### config.mk
export PLATFORM = sky130hd
export DESIGN_NAME = tmpg_front
export DESIGN_NICKNAME = d
export VERILOG_FILES = /design/src/rtl/tmpg_pkg.sv /design/src/rtl/tmpg_front.sv
export SDC_FILE = /design/constraint.sdc
export NUM_CORES = 1
export LEC_CHECK = 0
export BUFFER_PORTS_ARGS = -buffer_cell sky130_fd_sc_hd__clkbuf_2
export CORE_UTILIZATION = 44
export DETAILED_ROUTE_END_ITERATION = 8
export PLACE_DENSITY = 0.83
export SKIP_LAST_GASP = 1
export SLEW_MARGIN = 20
export SYNTH_ARGS = -nofsm -noshare
export SYNTH_HDL_FRONTEND = slang
export SYNTH_SLANG_ARGS = --single-unit
### constraint.sdc
create_clock -name clk -period 2.64 [get_ports clk]
set_input_delay 0.264 -clock clk [delete_from_list [all_inputs] [get_ports clk]]
set_output_delay 0.264 -clock clk [all_outputs]
set_load 0.1 [all_outputs]
### src/rtl/tmpg_pkg.sv
// Shared types and constants of the text-mode pixel generator.
// Depends on nothing; every other file of the block imports it.
package tmpg_pkg;

  localparam int TEXT_COLUMNS  = 40;
  localparam int TEXT_ROWS     = 30;
  localparam int RASTER_W      = TEXT_COLUMNS * 8;
  localparam int RASTER_H      = TEXT_ROWS * 8;
  localparam int CELL_COUNT    = TEXT_COLUMNS * TEXT_ROWS;
  localparam int CELL_AW       = $clog2(CELL_COUNT);
  localparam int WADDR_W       = 11;
  localparam int ITEM_AW       = (CELL_AW > WADDR_W) ? CELL_AW : WADDR_W;
  localparam int FONT_DEPTH    = 2048;
  localparam int FONT_AW       = $clog2(FONT_DEPTH);
  localparam int PALETTE_DEPTH = 16;
  localparam int PAL_AW        = $clog2(PALETTE_DEPTH);
  localparam int SX_W          = $clog2(RASTER_W + 1);
  localparam int SY_W          = $clog2(RASTER_H + 1);
  localparam int BLINK_W       = 5;
  localparam int QUEUE_DEPTH   = 4;
  localparam int QP_W          = $clog2(QUEUE_DEPTH);
  localparam int QC_W          = $clog2(QUEUE_DEPTH + 1);

  typedef enum logic [1:0] {
    OP_TEXT    = 2'd0,
    OP_FONT    = 2'd1,
    OP_PALETTE = 2'd2,
    OP_TICK    = 2'd3
  } opcode_t;

  typedef enum logic [2:0] {
    CFG_CURSOR_ENABLE = 3'd0,
    CFG_CURSOR_COLUMN = 3'd1,
    CFG_CURSOR_ROW    = 3'd2,
    CFG_CURSOR_FIRST  = 3'd3,
    CFG_CURSOR_LAST   = 3'd4,
    CFG_CURSOR_COLOUR = 3'd5,
    CFG_SWAP_RED_BLUE = 3'd6
  } cfg_index_t;

  typedef struct packed {
    opcode_t             opcode;
    logic [WADDR_W-1:0]  write_address;
    logic [31:0]         write_value;
  } in_req_t;

  typedef struct packed {
    logic [31:0] pixel_colour;
    logic [8:0]  pixel_x;
    logic [7:0]  pixel_y;
    logic        frame_last;
  } pixel_t;

  typedef struct packed {
    logic       enable;
    logic [7:0] column;
    logic [7:0] row;
    logic [2:0] first_line;
    logic [2:0] last_line;
    logic [3:0] colour;
  } cursor_cfg_t;

  // One classified request on its way from the front to the back.
  typedef struct packed {
    opcode_t            kind;
    logic [ITEM_AW-1:0] addr;
    logic [31:0]        value;
    logic [2:0]         glyph_line;
    logic [2:0]         glyph_col;
    logic               cursor_hit;
    logic [8:0]         pixel_x;
    logic [7:0]         pixel_y;
    logic               frame_last;
  } item_t;

endpackage

### src/rtl/tmpg_front.sv
// Front end: accepts requests, drops out-of-range writes, runs the raster
// scan and cursor blink, and pushes classified items. Uses tmpg_pkg.
module tmpg_front (
  input  logic                  clk,
  input  logic                  rst,
  input  logic                  in_valid,
  output logic                  in_ready,
  input  tmpg_pkg::in_req_t     in_data,
  input  tmpg_pkg::cursor_cfg_t cursor,
  input  logic                  queue_full,
  output logic                  push,
  output tmpg_pkg::item_t       item
);
  import tmpg_pkg::*;

  logic [SX_W-1:0]    scan_x, scan_x_next;
  logic [SY_W-1:0]    scan_y, scan_y_next;
  logic [BLINK_W-1:0] blink_count, blink_count_next;
  logic               cursor_shown, cursor_shown_next;
  logic               accept, is_tick, keep, frame_start, x_last, y_last;
  logic               shown_now, cursor_valid;
  logic [SX_W-4:0]    col;
  logic [SY_W-4:0]    row;
  logic [ITEM_AW-1:0] cell_addr, waddr;

  assign in_ready = !queue_full;
  assign accept   = in_valid && in_ready;
  assign is_tick  = (in_data.opcode == OP_TICK);

  assign col         = scan_x[SX_W-1:3];
  assign row         = scan_y[SY_W-1:3];
  assign frame_start = (scan_x == '0) && (scan_y == '0);
  assign x_last      = (scan_x == SX_W'(RASTER_W - 1));
  assign y_last      = (scan_y == SY_W'(RASTER_H - 1));
  assign cell_addr   = ITEM_AW'(col) + ITEM_AW'(row) * ITEM_AW'(TEXT_COLUMNS);
  assign waddr       = ITEM_AW'(in_data.write_address);

  always_comb begin
    blink_count_next  = blink_count;
    cursor_shown_next = cursor_shown;
    if (frame_start) begin
      if (cursor.enable) begin
        cursor_shown_next = (blink_count < BLINK_W'(8));
        if (blink_count < BLINK_W'(8)) begin
          blink_count_next = blink_count + BLINK_W'(1);
        end else if (blink_count < BLINK_W'(16)) begin
          blink_count_next = blink_count + BLINK_W'(2);
        end else begin
          blink_count_next = '0;
        end
      end else begin
        cursor_shown_next = 1'b0;
      end
    end
    shown_now = cursor_shown_next;
  end

  always_comb begin
    scan_x_next = x_last ? '0 : scan_x + SX_W'(1);
    scan_y_next = scan_y;
    if (x_last) begin
      scan_y_next = y_last ? '0 : scan_y + SY_W'(1);
    end
  end

  assign cursor_valid = shown_now && cursor.enable
                     && (cursor.row < 8'(TEXT_ROWS))
                     && (cursor.column < 8'(TEXT_COLUMNS))
                     && (cursor.first_line <= cursor.last_line);

  always_comb begin
    case (in_data.opcode)
      OP_TEXT:    keep = (waddr < ITEM_AW'(CELL_COUNT));
      OP_FONT:    keep = 1'b1;
      OP_PALETTE: keep = (in_data.write_address < WADDR_W'(PALETTE_DEPTH));
      OP_TICK:    keep = 1'b1;
      default:    keep = 1'b0;
    endcase
  end

  assign push = accept && keep;

  always_comb begin
    item.kind       = in_data.opcode;
    item.addr       = is_tick ? cell_addr : waddr;
    item.value      = in_data.write_value;
    item.glyph_line = scan_y[2:0];
    item.glyph_col  = scan_x[2:0];
    item.cursor_hit = cursor_valid
                   && (8'(row) == cursor.row) && (8'(col) == cursor.column)
                   && (scan_y[2:0] >= cursor.first_line)
                   && (scan_y[2:0] <= cursor.last_line);
    item.pixel_x    = 9'(scan_x);
    item.pixel_y    = 8'(scan_y);
    item.frame_last = x_last && y_last;
  end

  always_ff @(posedge clk) begin
    if (rst) begin
      scan_x       <= '0;
      scan_y       <= '0;
      blink_count  <= '0;
      cursor_shown <= 1'b0;
    end else if (accept && is_tick) begin
      scan_x       <= scan_x_next;
      scan_y       <= scan_y_next;
      blink_count  <= blink_count_next;
      cursor_shown <= cursor_shown_next;
    end
  end

endmodule

==> key figures <==
Timing
  • Max Slew Vio Count: 0
  • TNS Setup: 0 ns
  • Clock Skew: 0.00392 ns
  • Endpoints failing setup: 0
  • Tcrit/Tclk final: 99.9%
  • Hold Vio Cnt, Final: 0
  • Final worst slack: 0.00173 ns
  • Hold WS: 0.389 ns
  • Tmin final: 2.64 ns
  • Rel. slew slack: 48.5%
  • Fmax: 0.379 GHz
  • RSZ-0062 raised after global routing: yes
  • Least-Margin Pin Slew: 0.771 ns

Place
  • DP Wirelength: 4630 µm
  • Placed insts: 405
  • Area after DPL: 0.00285 mm²
  • Pre-CTS setup slack: 0.223 ns
  • Placer Congestion: 0.887
  • Port-buffer cells: 79

CTS
  • H-tree levels: 1
  • Clk_lat worst skew: 0.26 ns
  • CTS Root Cell: clkbuf_8
  • CTS tree: done
  • Clk buf depth: 2
  • Sinks on the clock net: 23
  • CTS buffer count: 3
  • Clk slew on worst S/H paths: 0.09 ns

Global route
  • Number of global-route vias before repair: 2097
  • Initial antenna violation count: 0
  • First-pass GRT wire length: 9110 µm
  • GRT Total Usage: 20.6%
  • Total grt overflow: 0
  • Largest net degree at the start of global routing: 18

Route
  • Detailed-route via count: 2312
  • Routed Antenna Nets: 0
  • # DRC: 0
  • Routed len/inst: 13.7 µm
  • Vias per cell: 5.50
  • Pre-antenna DRT Iters: 4
  • Starting DRT DRC Count: 75
  • WL final: 5760 µm

Cells and area
  • Area grow syn2layout: 27.1%
  • Fillers: 462
  • Most common cell after layout, fill and taps aside: clkbuf_2
  • Design area: 0.00303 mm²
  • Layout cell share with drive strength beyond 1: 43.1%
  • Commonest non-fill, non-tap cells in the layout: clkbuf_2 (73), nand2_1 (23), nor2_1 (22)
  • Post-Layout Cell Count: 420
  • Final net count: 453
  • Fin util: 58.7%
  • Ant diodes: 0

Critical path
  • CP max FO: 3
  • Critical path class: flip-flop to primary output
  • Startpoint types: flip-flop
  • Flop-to-flop setup slack: 0.32 ns
  • Worst setup EP type: primary output
  • Worst Path Required: 2.38 ns
  • Critical path arrival: 2.37 ns

Hold path
  • Hold Crit Class: input pin to flip-flop

Die
  • Die Span Y: 75.7 µm
  • Core area: 0.00517 mm²
  • Die area: 0.00572 mm²
  • Core Rows: 26
  • Starting Density: 46.2%
  • Die Width: 75.7 µm
  • Num ports: 148

Logic synthesis
  • Largest family of logic cells by synthesized area: simple AND/OR/NAND/NOR gates
  • Post-Syn Area: 0.00239 mm²
  • Async SR Flop Fraction: 0%
  • Synth warnings: 0
  • Mapped Nets: 403
  • Multiplexer share of the synthesized area: 3.62%
  • Yosys top cell by area: dfxtp_1
  • Sequential share of the synthesized area: 19.3%
  • Area share of fa/ha/maj cells after synthesis: 14.3%
  • Post-Synth Simple-Gate Area: 25.4%
  • Post-synth top area share: 19.3%
  • Top_reg_cell synth: dfxtp_1
  • Synthesized instance count: 301
  • Post-synth EDFFs: 0
  • Netlist cell types: 46
  • Dominant cells by area after synthesis: dfxtp_1 (19%), buf_4 (13%), ha_1 (13%), xor2_1 (5.9%), xnor2_1 (3.7%)
  • Compound-Gate Fraction of Synth Area: 11.1%
  • Avg Cell Area, Syn: 7.93 µm²
  • Synth Area in XOR/XNOR: 9.54%
  • Seq cells post-synth: 23

Run
  • Max-Cap Viols: 0

Power
  • Leakage power: 1.40 nW
  • Worst VDD drop: 0.000197 V
  • Pwr/cell area: 275 mW/mm²
  • Total chip power: 0.835 mW

Status
  • Outcome: complete, no violations
==> per-layer routing <==
metal  track usage, %  vias up  part of all wire, %
met5                0        -                    0
met4             5.35        0                  1.5
met3             2.51       10                  7.3
met2             39.1      114                   48
met1             24.3     1067                   43
li1                 -     1121                    -
==> path summary, 6_finish.rpt <==
kind | start | endpoint | cells after the start
worst max register to register | scan_y[3]$_SDFFE_PP0P_ | blink_count[1]$_SDFFE_PP0P_ | 7
worst min-delay path | rst | blink_count[3]$_SDFFE_PP0P_ | 2
worst min register to register | scan_x[1]$_SDFFE_PP0P_ | scan_x[1]$_SDFFE_PP0P_ | 2
worst max-delay path | scan_y[6]$_SDFFE_PP0P_ | item[67] | 8
==> worst max-delay path, cell delays in order (launching register included) <==
cell and delay (ns):
dfxtp_4 0.37, ha_4 0.24, ha_4 0.16, inv_2 0.05, fa_2 0.47, nor3b_4 0.27, nand3_1 0.15, a31oi_4 0.21
buf_12 0.19
==> what timing repair did <==
item,in CTS,in global routing
setup endpoints to repair,1,5
hold buffers,0,0
gates cloned,0,0
resized for setup,0,8
pin swaps,1,7
buffers inserted,1,10
==> sequential cells by signal, indices dropped and copies added, names as in the netlist <==
register and count:
scan_x 9, blink_count 5, scan_y 8, cursor_shown 1
==> synthesized netlist by cell type (all sizes together), types with 3 or more instances <==
| master | number |
|---|---|
| ha | 24 |
| mux2 | 5 |
| a31oi | 5 |
| dfxtp | 23 |
| xnor2 | 10 |
| xor2 | 16 |
| o21ai | 13 |
| nor4 | 7 |
| inv | 20 |
| clkbuf | 6 |
| buf | 41 |
| nor2b | 3 |
| nand2 | 23 |
| mux2i | 3 |
| nand2b | 3 |
| nand3 | 14 |
| or3 | 4 |
| nand3b | 3 |
| a21oi | 11 |
| nand4 | 6 |
| nor2 | 23 |
| a21o | 5 |
| or4 | 5 |
| nor3 | 6 |
==> power by group <==
part | internal, mW | leakage (nW) | total, mW | switching (mW)
sequential | 0.336 | 0.198 | 0.341 | 0.00523
combinational | 0.0825 | 1.17 | 0.271 | 0.188
clock | 0.105 | 0.0255 | 0.223 | 0.118
total | 0.524 | 1.40 | 0.835 | 0.312
==> cell type report <==
class / instances / area [µm²] / share of cell area [%]
multi-input cells: 211 / 1720 / 56.5
repair buffers: 92 / 596 / 19.6
flip-flops and latches: 23 / 514 / 16.9
well taps: 70 / 87.6 / 2.89
inverters: 20 / 75.1 / 2.47
clock buffers: 3 / 41.3 / 1.36
clock inverters: 1 / 5.00 / 0.165
==> kinds of logic after synthesis <==
kind of cell | after synthesis
adder cells (fa/ha/maj) | 26
AO/OA/AOI/OAI | 43
flip-flops | 23
multiplexers | 8
XOR/XNOR | 26
AND/OR/NAND/NOR | 108
buffers and inverters | 67
(Power assumes the default switching activity.)
