==> config.mk <==
export PLATFORM = sky130hd
export DESIGN_NAME = tmpg_queue
export DESIGN_NICKNAME = d
export VERILOG_FILES = /design/src/rtl/tmpg_pkg.sv /design/src/rtl/tmpg_queue.sv
export SDC_FILE = /design/constraint.sdc
export NUM_CORES = 1
export LEC_CHECK = 0
export ABC_AREA = 1
export BUFFER_PORTS_ARGS = -buffer_cell sky130_fd_sc_hd__buf_2
export CAP_MARGIN = 25
export CORE_MARGIN = 1.5
export CORE_UTILIZATION = 40
export DETAILED_ROUTE_END_ITERATION = 10
export GPL_TIMING_DRIVEN = 0
export SLEW_MARGIN = 20
export SYNTH_ARGS = -nofsm -noshare
export SYNTH_HDL_FRONTEND = slang
export SYNTH_SLANG_ARGS = --single-unit
==> constraint.sdc <==
create_clock -name clk -period 5 [get_ports clk]
set_input_delay 1 -clock clk [delete_from_list [all_inputs] [get_ports clk]]
set_output_delay 1 -clock clk [all_outputs]
set_load 0.1 [all_outputs]
==> src/rtl/tmpg_pkg.sv <==
// Shared types and constants of the text-mode pixel generator.
// Depends on nothing; every other file of the block imports it.
package tmpg_pkg;

  localparam int TEXT_COLUMNS  = 40;
  localparam int TEXT_ROWS     = 30;
  localparam int RASTER_W      = TEXT_COLUMNS * 8;
  localparam int RASTER_H      = TEXT_ROWS * 8;
  localparam int CELL_COUNT    = TEXT_COLUMNS * TEXT_ROWS;
  localparam int CELL_AW       = $clog2(CELL_COUNT);
  localparam int WADDR_W       = 11;
  localparam int ITEM_AW       = (CELL_AW > WADDR_W) ? CELL_AW : WADDR_W;
  localparam int FONT_DEPTH    = 2048;
  localparam int FONT_AW       = $clog2(FONT_DEPTH);
  localparam int PALETTE_DEPTH = 16;
  localparam int PAL_AW        = $clog2(PALETTE_DEPTH);
  localparam int SX_W          = $clog2(RASTER_W + 1);
  localparam int SY_W          = $clog2(RASTER_H + 1);
  localparam int BLINK_W       = 5;
  localparam int QUEUE_DEPTH   = 4;
  localparam int QP_W          = $clog2(QUEUE_DEPTH);
  localparam int QC_W          = $clog2(QUEUE_DEPTH + 1);

  typedef enum logic [1:0] {
    OP_TEXT    = 2'd0,
    OP_FONT    = 2'd1,
    OP_PALETTE = 2'd2,
    OP_TICK    = 2'd3
  } opcode_t;

  typedef enum logic [2:0] {
    CFG_CURSOR_ENABLE = 3'd0,
    CFG_CURSOR_COLUMN = 3'd1,
    CFG_CURSOR_ROW    = 3'd2,
    CFG_CURSOR_FIRST  = 3'd3,
    CFG_CURSOR_LAST   = 3'd4,
    CFG_CURSOR_COLOUR = 3'd5,
    CFG_SWAP_RED_BLUE = 3'd6
  } cfg_index_t;

  typedef struct packed {
    opcode_t             opcode;
    logic [WADDR_W-1:0]  write_address;
    logic [31:0]         write_value;
  } in_req_t;

  typedef struct packed {
    logic [31:0] pixel_colour;
    logic [8:0]  pixel_x;
    logic [7:0]  pixel_y;
    logic        frame_last;
  } pixel_t;

  typedef struct packed {
    logic       enable;
    logic [7:0] column;
    logic [7:0] row;
    logic [2:0] first_line;
    logic [2:0] last_line;
    logic [3:0] colour;
  } cursor_cfg_t;

  // One classified request on its way from the front to the back.
  typedef struct packed {
    opcode_t            kind;
    logic [ITEM_AW-1:0] addr;
    logic [31:0]        value;
    logic [2:0]         glyph_line;
    logic [2:0]         glyph_col;
    logic               cursor_hit;
    logic [8:0]         pixel_x;
    logic [7:0]         pixel_y;
    logic               frame_last;
  } item_t;

endpackage

==> src/rtl/tmpg_queue.sv <==
// Short FIFO of classified items between the front and back ends.
// Uses tmpg_pkg for the item type and depth.
module tmpg_queue (
  input  logic            clk,
  input  logic            rst,
  input  logic            push,
  input  tmpg_pkg::item_t push_item,
  input  logic            pop,
  output tmpg_pkg::item_t head,
  output logic            empty,
  output logic            full
);
  import tmpg_pkg::*;

  item_t           entries [QUEUE_DEPTH];
  logic [QP_W-1:0] wr_ptr, rd_ptr;
  logic [QC_W-1:0] count;
  logic            do_push, do_pop;

  assign empty   = (count == '0);
  assign full    = (count == QC_W'(QUEUE_DEPTH));
  assign do_push = push && !full;
  assign do_pop  = pop && !empty;
  assign head    = entries[rd_ptr];

  always_ff @(posedge clk) begin
    if (do_push) begin
      entries[wr_ptr] <= push_item;
    end
  end

  always_ff @(posedge clk) begin
    if (rst) begin
      wr_ptr <= '0;
      rd_ptr <= '0;
      count  <= '0;
    end else begin
      if (do_push) begin
        wr_ptr <= (wr_ptr == QP_W'(QUEUE_DEPTH - 1)) ? '0 : wr_ptr + QP_W'(1);
      end
      if (do_pop) begin
        rd_ptr <= (rd_ptr == QP_W'(QUEUE_DEPTH - 1)) ? '0 : rd_ptr + QP_W'(1);
      end
      case ({do_push, do_pop})
        2'b10:   count <= count + QC_W'(1);
        2'b01:   count <= count - QC_W'(1);
        default: count <= count;
      endcase
    end
  end

endmodule

==> results of run 1 <==
-- routing by layer --
layer / share of wire / up-vias
met2: 0.48 / 188
li1: - / 3192
met1: 0.44 / 3334
met3: 0.065 / 38
met5: 0.0017 / -
met4: 0.016 / 6
-- Yosys cell counts --
cell type | instances | area share
inv_1 | 19 | 0.0062
fa_1 | 1 | 0.0017
inv_6 | 1 | 0.00076
ha_1 | 6 | 0.0066
o22ai_2 | 40 | 0.044
dfxtp_1 | 9 | 0.016
o22ai_1 | 30 | 0.016
nand3b_1 | 2 | 0.0013
o21ai_1 | 30 | 0.013
clkbuf_1 | 21 | 0.0069
buf_2 | 11 | 0.0048
buf_12 | 5 | 0.0087
o21ai_0 | 112 | 0.049
nand2_1 | 14 | 0.0046
nand4_1 | 1 | 0.00055
nor2_4 | 40 | 0.039
a21oi_1 | 5 | 0.0022
buf_6 | 7 | 0.0069
nand3_1 | 2 | 0.00087
nor2_1 | 112 | 0.037
edfxtp_1 | 280 | 0.73
-- worst max-delay path: cells and delay by family (launching register included) --
kind,cells,cell delay [ns]
DFF,1,0.48
AOI/OAI and AO/OA,2,0.38
buffers and inverters,3,1.32
-- sequential cells by signal, summed over array words and instances (netlist names), named ones only --
signal and flops:
wr_ptr 2, count 3, rd_ptr 2, entries 280
-- layout make-up --
class	instances	area [sq um]
well taps	378	473.0
multi-input cells	395	2504
fillers	2445	13950
repair buffers	158	1046
inverters	20	80.08
flip-flops and latches	289	8588
diodes	2	5.005
clock buffers	46	959.7
plain buffers	44	312.8
clock inverters	14	96.34
-- per-stage QoR --
stage	cells	worst slack [ns]	hold slack, ns
after global routing	1344	1.135	0.5758
final	1346	1.315	0.5384
after global placement	1271	-2.411	0.5204
after floorplan	748	0.4592	0.4827
after CTS	1344	1.202	0.5418
after detailed placement	1284	1.764	0.5328
-- final timing paths --
kind / start / end / depth (start not counted)
hold / removal: wr_ptr[0] / wr_ptr[0] / 2
setup reg to reg: count[1] / entries[3][2] / 6
hold reg to reg: wr_ptr[0] / wr_ptr[0] / 2
setup / recovery: flop / head[8] / 5
-- logic make-up after synthesis --
family          Yosys count
compound gates          217
fa+ha+maj                 7
buf+inv                  64
flops                   289
simple gates            171
==> results by group, run 1 <==
Outcome
  • Status: complete, no violations

Worst setup path
  • Worst path slowest cell: dfxtp_1
  • CP Data Required Time: 4.00 ns
  • Crit path max fanout: 10
  • Worst EP arrival: 2.69 ns
  • Critical-path cell list: inv_1 -> clkbuf_1 -> o21ai_0 -> o22ai_2 -> buf_2
  • Critical Path Sink Type: output port
  • Critical Path Max Stage Delay: 0.48 ns
  • Critical path class: flop to output port
  • Reg2reg setup slack: 2.68 ns
  • CP Launch Type: flop

Die
  • Die area: 29,660 sq um
  • Number of core rows: 61
  • Die H: 172.2 um
  • Core area: 28,010 sq um
  • Starting density of the core: 0.4089
  • Io pins: 146
  • Die Wd: 172.2 um

Routing
  • DRT antenna net count: 0
  • First-pass DRT Iterations: 4
  • Routed vias/inst: 5.021
  • WL per Instance: 19.10 um
  • DRC violations left: 0
  • Vias: 6,758
  • DRT iter0 DRCs: 511
  • Final wirelength: 25.71 mm

Global route
  • GRT busiest layer: met2
  • Largest net degree at the start of global routing: 24
  • First-pass GRT wire length: 38.62 mm
  • Vias in the first global route: 6,768
  • GRT Overall Usage: 0.1766
  • GRT met3 Usage: 0.04120
  • Antenna violations before repair: 3
  • Met1 usage: 0.2382
  • Met2 Track Usage GR: 0.2865
  • Overflow after GRT: 0

Layout
  • Final net count: 1,023
  • Fin area: 14,060 sq um
  • Most frequent cells in the layout: edfxtp_1, buf_2, o21ai_0
  • Commonest non-fill, non-tap cell in the layout: edfxtp_1
  • Layout overhead on the synthesized area: 22.79%
  • Final core utilization: 0.5021
  • Layout cells sized above 1: 0.3240

Yosys
  • #FFs+latches synth: 289
  • Synth Area in Simple Gates: 0.08334
  • Fraction of synthesized area in multiplexers: 0
  • Mapped Nets: 829
  • Synth cell types: 21
  • Syn Area/Cell: 15.31 sq um
  • Post-synthesis adder-cell area fraction: 0.008301
  • Combinational family with the most area after synthesis: compound AO/OA/AOI/OAI gates
  • Sequential cell area fraction in the yosys report: 0.7498
  • Synth Area in Compound Gates: 0.1243
  • Syn Inst Count: 748
  • Synth warnings: 0
  • Post-synthesis xor/xnor area fraction: 0
  • Synthesized area: 11,450 sq um

Job
  • Number of max-cap violations: 0

Clock network
  • Clock-pin slew on the worst setup and hold paths: 0.06 ns
  • Hold Buf Count CTS: 0
  • Cts repair resizes: 0
  • H-Tree Depth: 2
  • CTS tree: yes
  • CTS Buf Count: 34
  • Worst-Skew Late Latency: 0.50 ns
  • CTS root buf: clkbuf_16
  • Clock sink count: 289
  • Post-CTS Setup Inserts: 0
  • Clock buffer depth: 3

Worst hold path
  • Min-delay worst type: flop to flop

STA
  • Least-Margin Pin Slew: 0.7649 ns
  • Setup Skew: 0.006344 ns
  • Final Hold Vio Count: 0
  • RSZ-0062 raised after global routing: false
  • Fmax: 271.4 MHz
  • Minimum clock period: 3.685 ns
  • Tcrit/Tclk final: 0.7370
  • # setup viols final: 0
  • Max Slew Vio Count: 0
  • Slew margin rel.: 0.4889
  • Setup_tns: 0 ns

Placement
  • PortBufs: 145
  • GP Congestion: 0.6975
  • Area after DPL: 13,000 sq um
  • HPWL Detailed: 16.10 mm
Power of run 1 is left out: the tool's default activity adds up to more than one toggle a clock period on the data nets, which glitch-free logic cannot reach.
==> run 2: changes to the inputs <==
clock period = 3.18 ns   (was 5 ns; I/O delays follow)
==> run 2 against run 1 <==
Effect of this change: cell count unchanged; wire length hardly changed; core utilization grew 0.24 points; die area unchanged; via count decreased by 0.15%; setup slack worse by 1.2 ns; global-route usage barely moved; critical endpoint is now head[46]; hold slack got worse by 0.19 ns; first-iteration DRC count shrank 6.3%; flip-flop and latch count unchanged.
==> results by group, run 2 (synthesis gave the netlist of run 1 again) <==
Outcome
  • Status: complete, no violations

STA
  • Slew margin rel.: 0.4889
  • Max Slew Vio Count: 0
  • Final Hold Vio Count: 0
  • Fmax: 326.7 MHz
  • Minimum clock period: 3.061 ns
  • Setup Skew: 0.006223 ns
  • Tcrit/Tclk final: 0.9626
  • # setup viols final: 0
  • Least-Margin Pin Slew: 0.7648 ns
  • RSZ-0062 raised after global routing: false

Worst setup path
  • Crit path max fanout: 10
  • Worst reg-to-reg path cell count: 6
  • Crit path buffers/inverters: 4
  • Reg2reg setup slack: 0.86 ns
  • Worst EP arrival: 2.43 ns
  • Critical Path Max Stage Delay: 0.45 ns
  • CP Data Required Time: 2.54 ns
  • Critical-path cell list: buf_6 -> inv_6 -> clkbuf_1 -> o21ai_0 -> o22ai_2 -> buf_2
  • Reg-to-reg endpoint: entries[3][2]
  • CP Launch Type: flop
  • Critical Path Sink Type: output port
  • Critical path class: flop to output port
  • Reg2reg start: count[1]
  • Worst path slowest cell: buf_2
  • Cell family with most CP delay: buffers and inverters

Worst hold path
  • Worst Hold Path EP: entries[2][1]
  • Min-delay src: push_item[1]
  • WHS Path Cells: 1
  • Min-delay worst type: input pin to flop

Layout
  • Layout overhead on the synthesized area: 23.36%
  • Most frequent cells in the layout: edfxtp_1, buf_2, o21ai_0
  • Layout cells sized above 1: 0.3292
  • Number of flip-flops in the largest register: 280
  • Fin area: 14,130 sq um
  • Biggest regs: entries: 280 flops, count: 3 flops
  • Commonest non-fill, non-tap cell in the layout: edfxtp_1
  • Reg with most FFs: entries
  • Final net count: 1,023

Die
  • Die Wd: 172.2 um
  • Die H: 172.2 um
  • Starting density of the core: 0.4089
  • Number of core rows: 61
  • Core area: 28,010 sq um
  • Die area: 29,660 sq um
  • Io pins: 146

Global route
  • GRT Overall Usage: 0.1766
  • Vias in the first global route: 6,759
  • First-pass GRT wire length: 38.62 mm
  • Overflow after GRT: 0
  • Largest net degree at the start of global routing: 24
  • Antenna violations before repair: 3

Clock network
  • Clock sink count: 289
  • CTS tree: yes
  • Clock-pin slew on the worst setup and hold paths: 0.06 ns
  • Cts repair resizes: 3
  • Post-CTS Setup Inserts: 0
  • Clock buffer depth: 3
  • Hold Buf Count CTS: 0
  • Worst-Skew Late Latency: 0.49 ns
  • H-Tree Depth: 2
  • CTS root buf: clkbuf_16
  • CTS Buf Count: 34

Routing
  • DRC violations left: 0
  • Vias: 6,748
  • WL per Instance: 19.10 um
  • DRT iter0 DRCs: 479
  • First-pass DRT Iterations: 5
  • DRT antenna net count: 0
  • Routed vias/inst: 5.013
  • Final wirelength: 25.71 mm

Placement
  • HPWL Detailed: 16.10 mm
  • PortBufs: 145
  • GP Congestion: 0.6975
  • Area after DPL: 13,000 sq um

Job
  • Number of max-cap violations: 0
run 2: changes by cell type in the layout (fill, tap and decap cells not counted), sizes merged:
cell,previous run,this run
buf,181,159
clkbuf,67,89
clkinvlp,1,2
inv,20,19
run 2: cell type report:
cell class | count | area, sq um
clock inverters | 14 | 96.34
plain buffers | 44 | 316.6
diodes | 2 | 5.005
clock buffers | 46 | 959.7
repair buffers | 158 | 1104
inverters | 20 | 83.83
multi-input cells | 395 | 2504
flip-flops and latches | 289 | 8589
fillers | 2435 | 13880
well taps | 378 | 473.0
run 2: worst reg2reg max path, cell delays in order, from the launching register on:
cell and delay [ns]:
dfxtp_1 0.35, nor2_1 0.08, nand2_1 0.16, nand2_1 0.30, nor2_4 0.69, buf_16 0.24, buf_16 0.19
run 2: worst max path at each step:
| stage | cells after the start | endpoint | start |
|---|---|---|---|
| 2_1_floorplan | 2 | entries[0][0] | push |
| 3_3_place_gp | 3 | entries[0][62] | push |
| 3_5_place_dp | 5 | head[31] | flop |
| 4_1_cts | 5 | head[31] | flop |
| 5_1_grt | 5 | head[31] | flop |
| 6_report | 6 | head[46] | flop |
run 2: routing by layer:
layer	vias to the layer above	global-route usage	part of all wire
met2	177	0.2866	0.49
met3	38	0.04120	0.063
met1	3335	0.2379	0.43
li1	3192	-	-
met5	-	0	0.0018
met4	6	0.04991	0.015
run 2: through the flow:
stage	utilization	setup TNS [ns]	hold WS (ns)	worst slack, ns	instances
2_1_floorplan	-	-279.10	0.4827	-0.9968	748
3_3_place_gp	0.4517	-1039.37	0.5204	-3.867	1271
3_5_place_dp	0.4642	0	0.5328	0.3082	1284
4_1_cts	0.5022	0	0.3265	0.01597	1344
5_1_grt	0.5043	0	0.3307	0.002029	1344
6_report	0.5045	0	0.3499	0.1188	1346
Power of run 2 is left out for the same reason.
==> run 3: changes to the inputs <==
CORE_ASPECT_RATIO = 0.7   (was not set)
==> run 3 against run 2 <==
Effect of this change: die area about the same; largest cell class unchanged; critical path type unchanged; via count fell by 2.9%; wire length is 1.1% lower; critical path depth decreased by 1; hold slack worse by 0.057 ns.
==> results by group, run 3 (synthesis gave the netlist of run 1 again) <==
Clock network
  • H-Tree Depth: 1
  • Worst-Skew Late Latency: 0.55 ns
  • Clock buffer depth: 3
  • Clock-pin slew on the worst setup and hold paths: 0.06 ns
  • CTS root buf: clkbuf_16
  • Clock sink count: 289
  • Hold Buf Count CTS: 0
  • CTS Buf Count: 28
  • CTS tree: yes

STA
  • # setup viols final: 0
  • Final Hold Vio Count: 0
  • Max Slew Vio Count: 0
  • Fmax: 322.3 MHz
  • Hold slack: 0.2933 ns
  • RSZ-0062 raised after global routing: false
  • Slew margin rel.: 0.5988
  • Tcrit/Tclk final: 0.9757
  • Minimum clock period: 3.103 ns
  • Least-Margin Pin Slew: 0.6003 ns
  • Setup_tns: 0 ns
  • Setup Skew: 0.01531 ns

Global route
  • Vias in the first global route: 6,292
  • First-pass GRT wire length: 37.50 mm
  • Overflow after GRT: 0
  • GRT Overall Usage: 0.1708
  • Largest net degree at the start of global routing: 24
  • Antenna violations before repair: 4

Worst setup path
  • Worst EP arrival: 2.47 ns
  • Critical-path cell list: buf_6 -> buf_2 -> nor2_1 -> o22ai_1 -> buf_2
  • Crit path buffers/inverters: 3
  • CP Launch Type: flop
  • CP dominant cell by count: buf_2
  • Crit path max fanout: 10
  • Cell family with most CP delay: buffers and inverters
  • Worst path slowest cell: dfxtp_1
  • Critical path class: flop to output port
  • Critical Path Sink Type: output port
  • Critical Path Max Stage Delay: 0.57 ns
  • CP Data Required Time: 2.54 ns

Layout
  • Number of flip-flops in the largest register: 280
  • Layout overhead on the synthesized area: 22.74%
  • Most frequent cells in the layout: edfxtp_1, buf_2, o21ai_0
  • Fillers: 2,407
  • Commonest non-fill, non-tap cell in the layout: edfxtp_1
  • Reg with most FFs: entries
  • Biggest regs: entries: 280 flops, count: 3 flops
  • Layout cells sized above 1: 0.3340
  • Final net count: 1,018

Die
  • Core area: 27,950 sq um
  • Starting density of the core: 0.4098
  • Die H: 144.6 um
  • Number of core rows: 51
  • Die Wd: 205.3 um
  • Die area: 29,680 sq um
  • Io pins: 146

Placement
  • GP Congestion: 0.7493
  • PortBufs: 145
  • HPWL Detailed: 16.31 mm

Job
  • Number of max-cap violations: 0

Worst hold path
  • Min-delay worst type: input pin to flop

Routing
  • DRC violations left: 0
  • DRT iter0 DRCs: 367
  • DRT antenna net count: 0
  • First-pass DRT Iterations: 4
  • Vias: 6,553
  • WL per Instance: 19.08 um
  • Final wirelength: 25.41 mm
  • Routed vias/inst: 4.920

Outcome
  • Status: complete, no violations
==> run 3: cell types whose count changed in the layout (fill, tap and decap cells not counted), sizes merged <==
cell / previous run / this run
bufinv: 1 / 3
clkinvlp: 2 / 1
clkbuf: 89 / 81
clkinv: 12 / 10
buf: 159 / 160
diode: 2 / 3
==> run 3: path summary, 6_finish.rpt <==
kind,end,slack [ns],cells after the start,startpoint
worst min register to register,flop,0.54,2,rd_ptr[1]
worst max-delay path,head[17],0.08,5,flop
worst max register to register,entries[0][17],0.92,6,count[1]
worst min-delay path,entries[2][26],0.29,1,push_item[26]
==> run 3: timing repair <==
item | in CTS | in global routing
resized for setup | 15 | 42
setup buffers | 0 | 0
cloned | 0 | 0
endpoints found under the setup margin | 70 | 53
==> run 3: stage by stage <==
step | util | cells | worst slack (ns) | area, sq um
6_report | 0.5030 | 1332 | 0.07726 | 14060
5_1_grt | 0.5028 | 1329 | 0.002014 | 14050
4_1_cts | 0.5004 | 1329 | 0.0007456 | 13980
3_5_place_dp | 0.4662 | 1278 | 0.2831 | 13030
3_3_place_gp | 0.4524 | 1264 | -3.811 | 12640
2_1_floorplan | - | 748 | -0.9968 | 11450
==> run 3: cell type report <==
type	instances	area, sq um	area share
buffer	44	326.6	0.02323
clock inverter	13	138.9	0.009878
sequential	289	8589	0.6109
clock buffer	38	779.5	0.05544
timing repair buffer	159	1166	0.08294
multi-input combinational	395	2504	0.1781
inverter	20	83.83	0.005962
tap	371	464.2	0.03302
antenna	3	7.507	0.0005340
==> run 3: worst reg2reg max path: stages, from the launching register on <==
cell and delay (ns):
dfxtp_1 0.36, nor2_1 0.08, nand2_1 0.16, nand2_1 0.30, nor2_4 0.57, buf_12 0.26, buf_12 0.21
==> run 3: layer usage <==
metal / part of all wire / global-route usage / vias up
li1: - / - / 3188
met1: 0.45 / 0.2320 / 3196
met2: 0.47 / 0.2802 / 128
met3: 0.055 / 0.04033 / 37
met4: 0.018 / 0.03765 / 4
met5: 0.0011 / 0 / -
Power of run 3 is left out for the same reason.
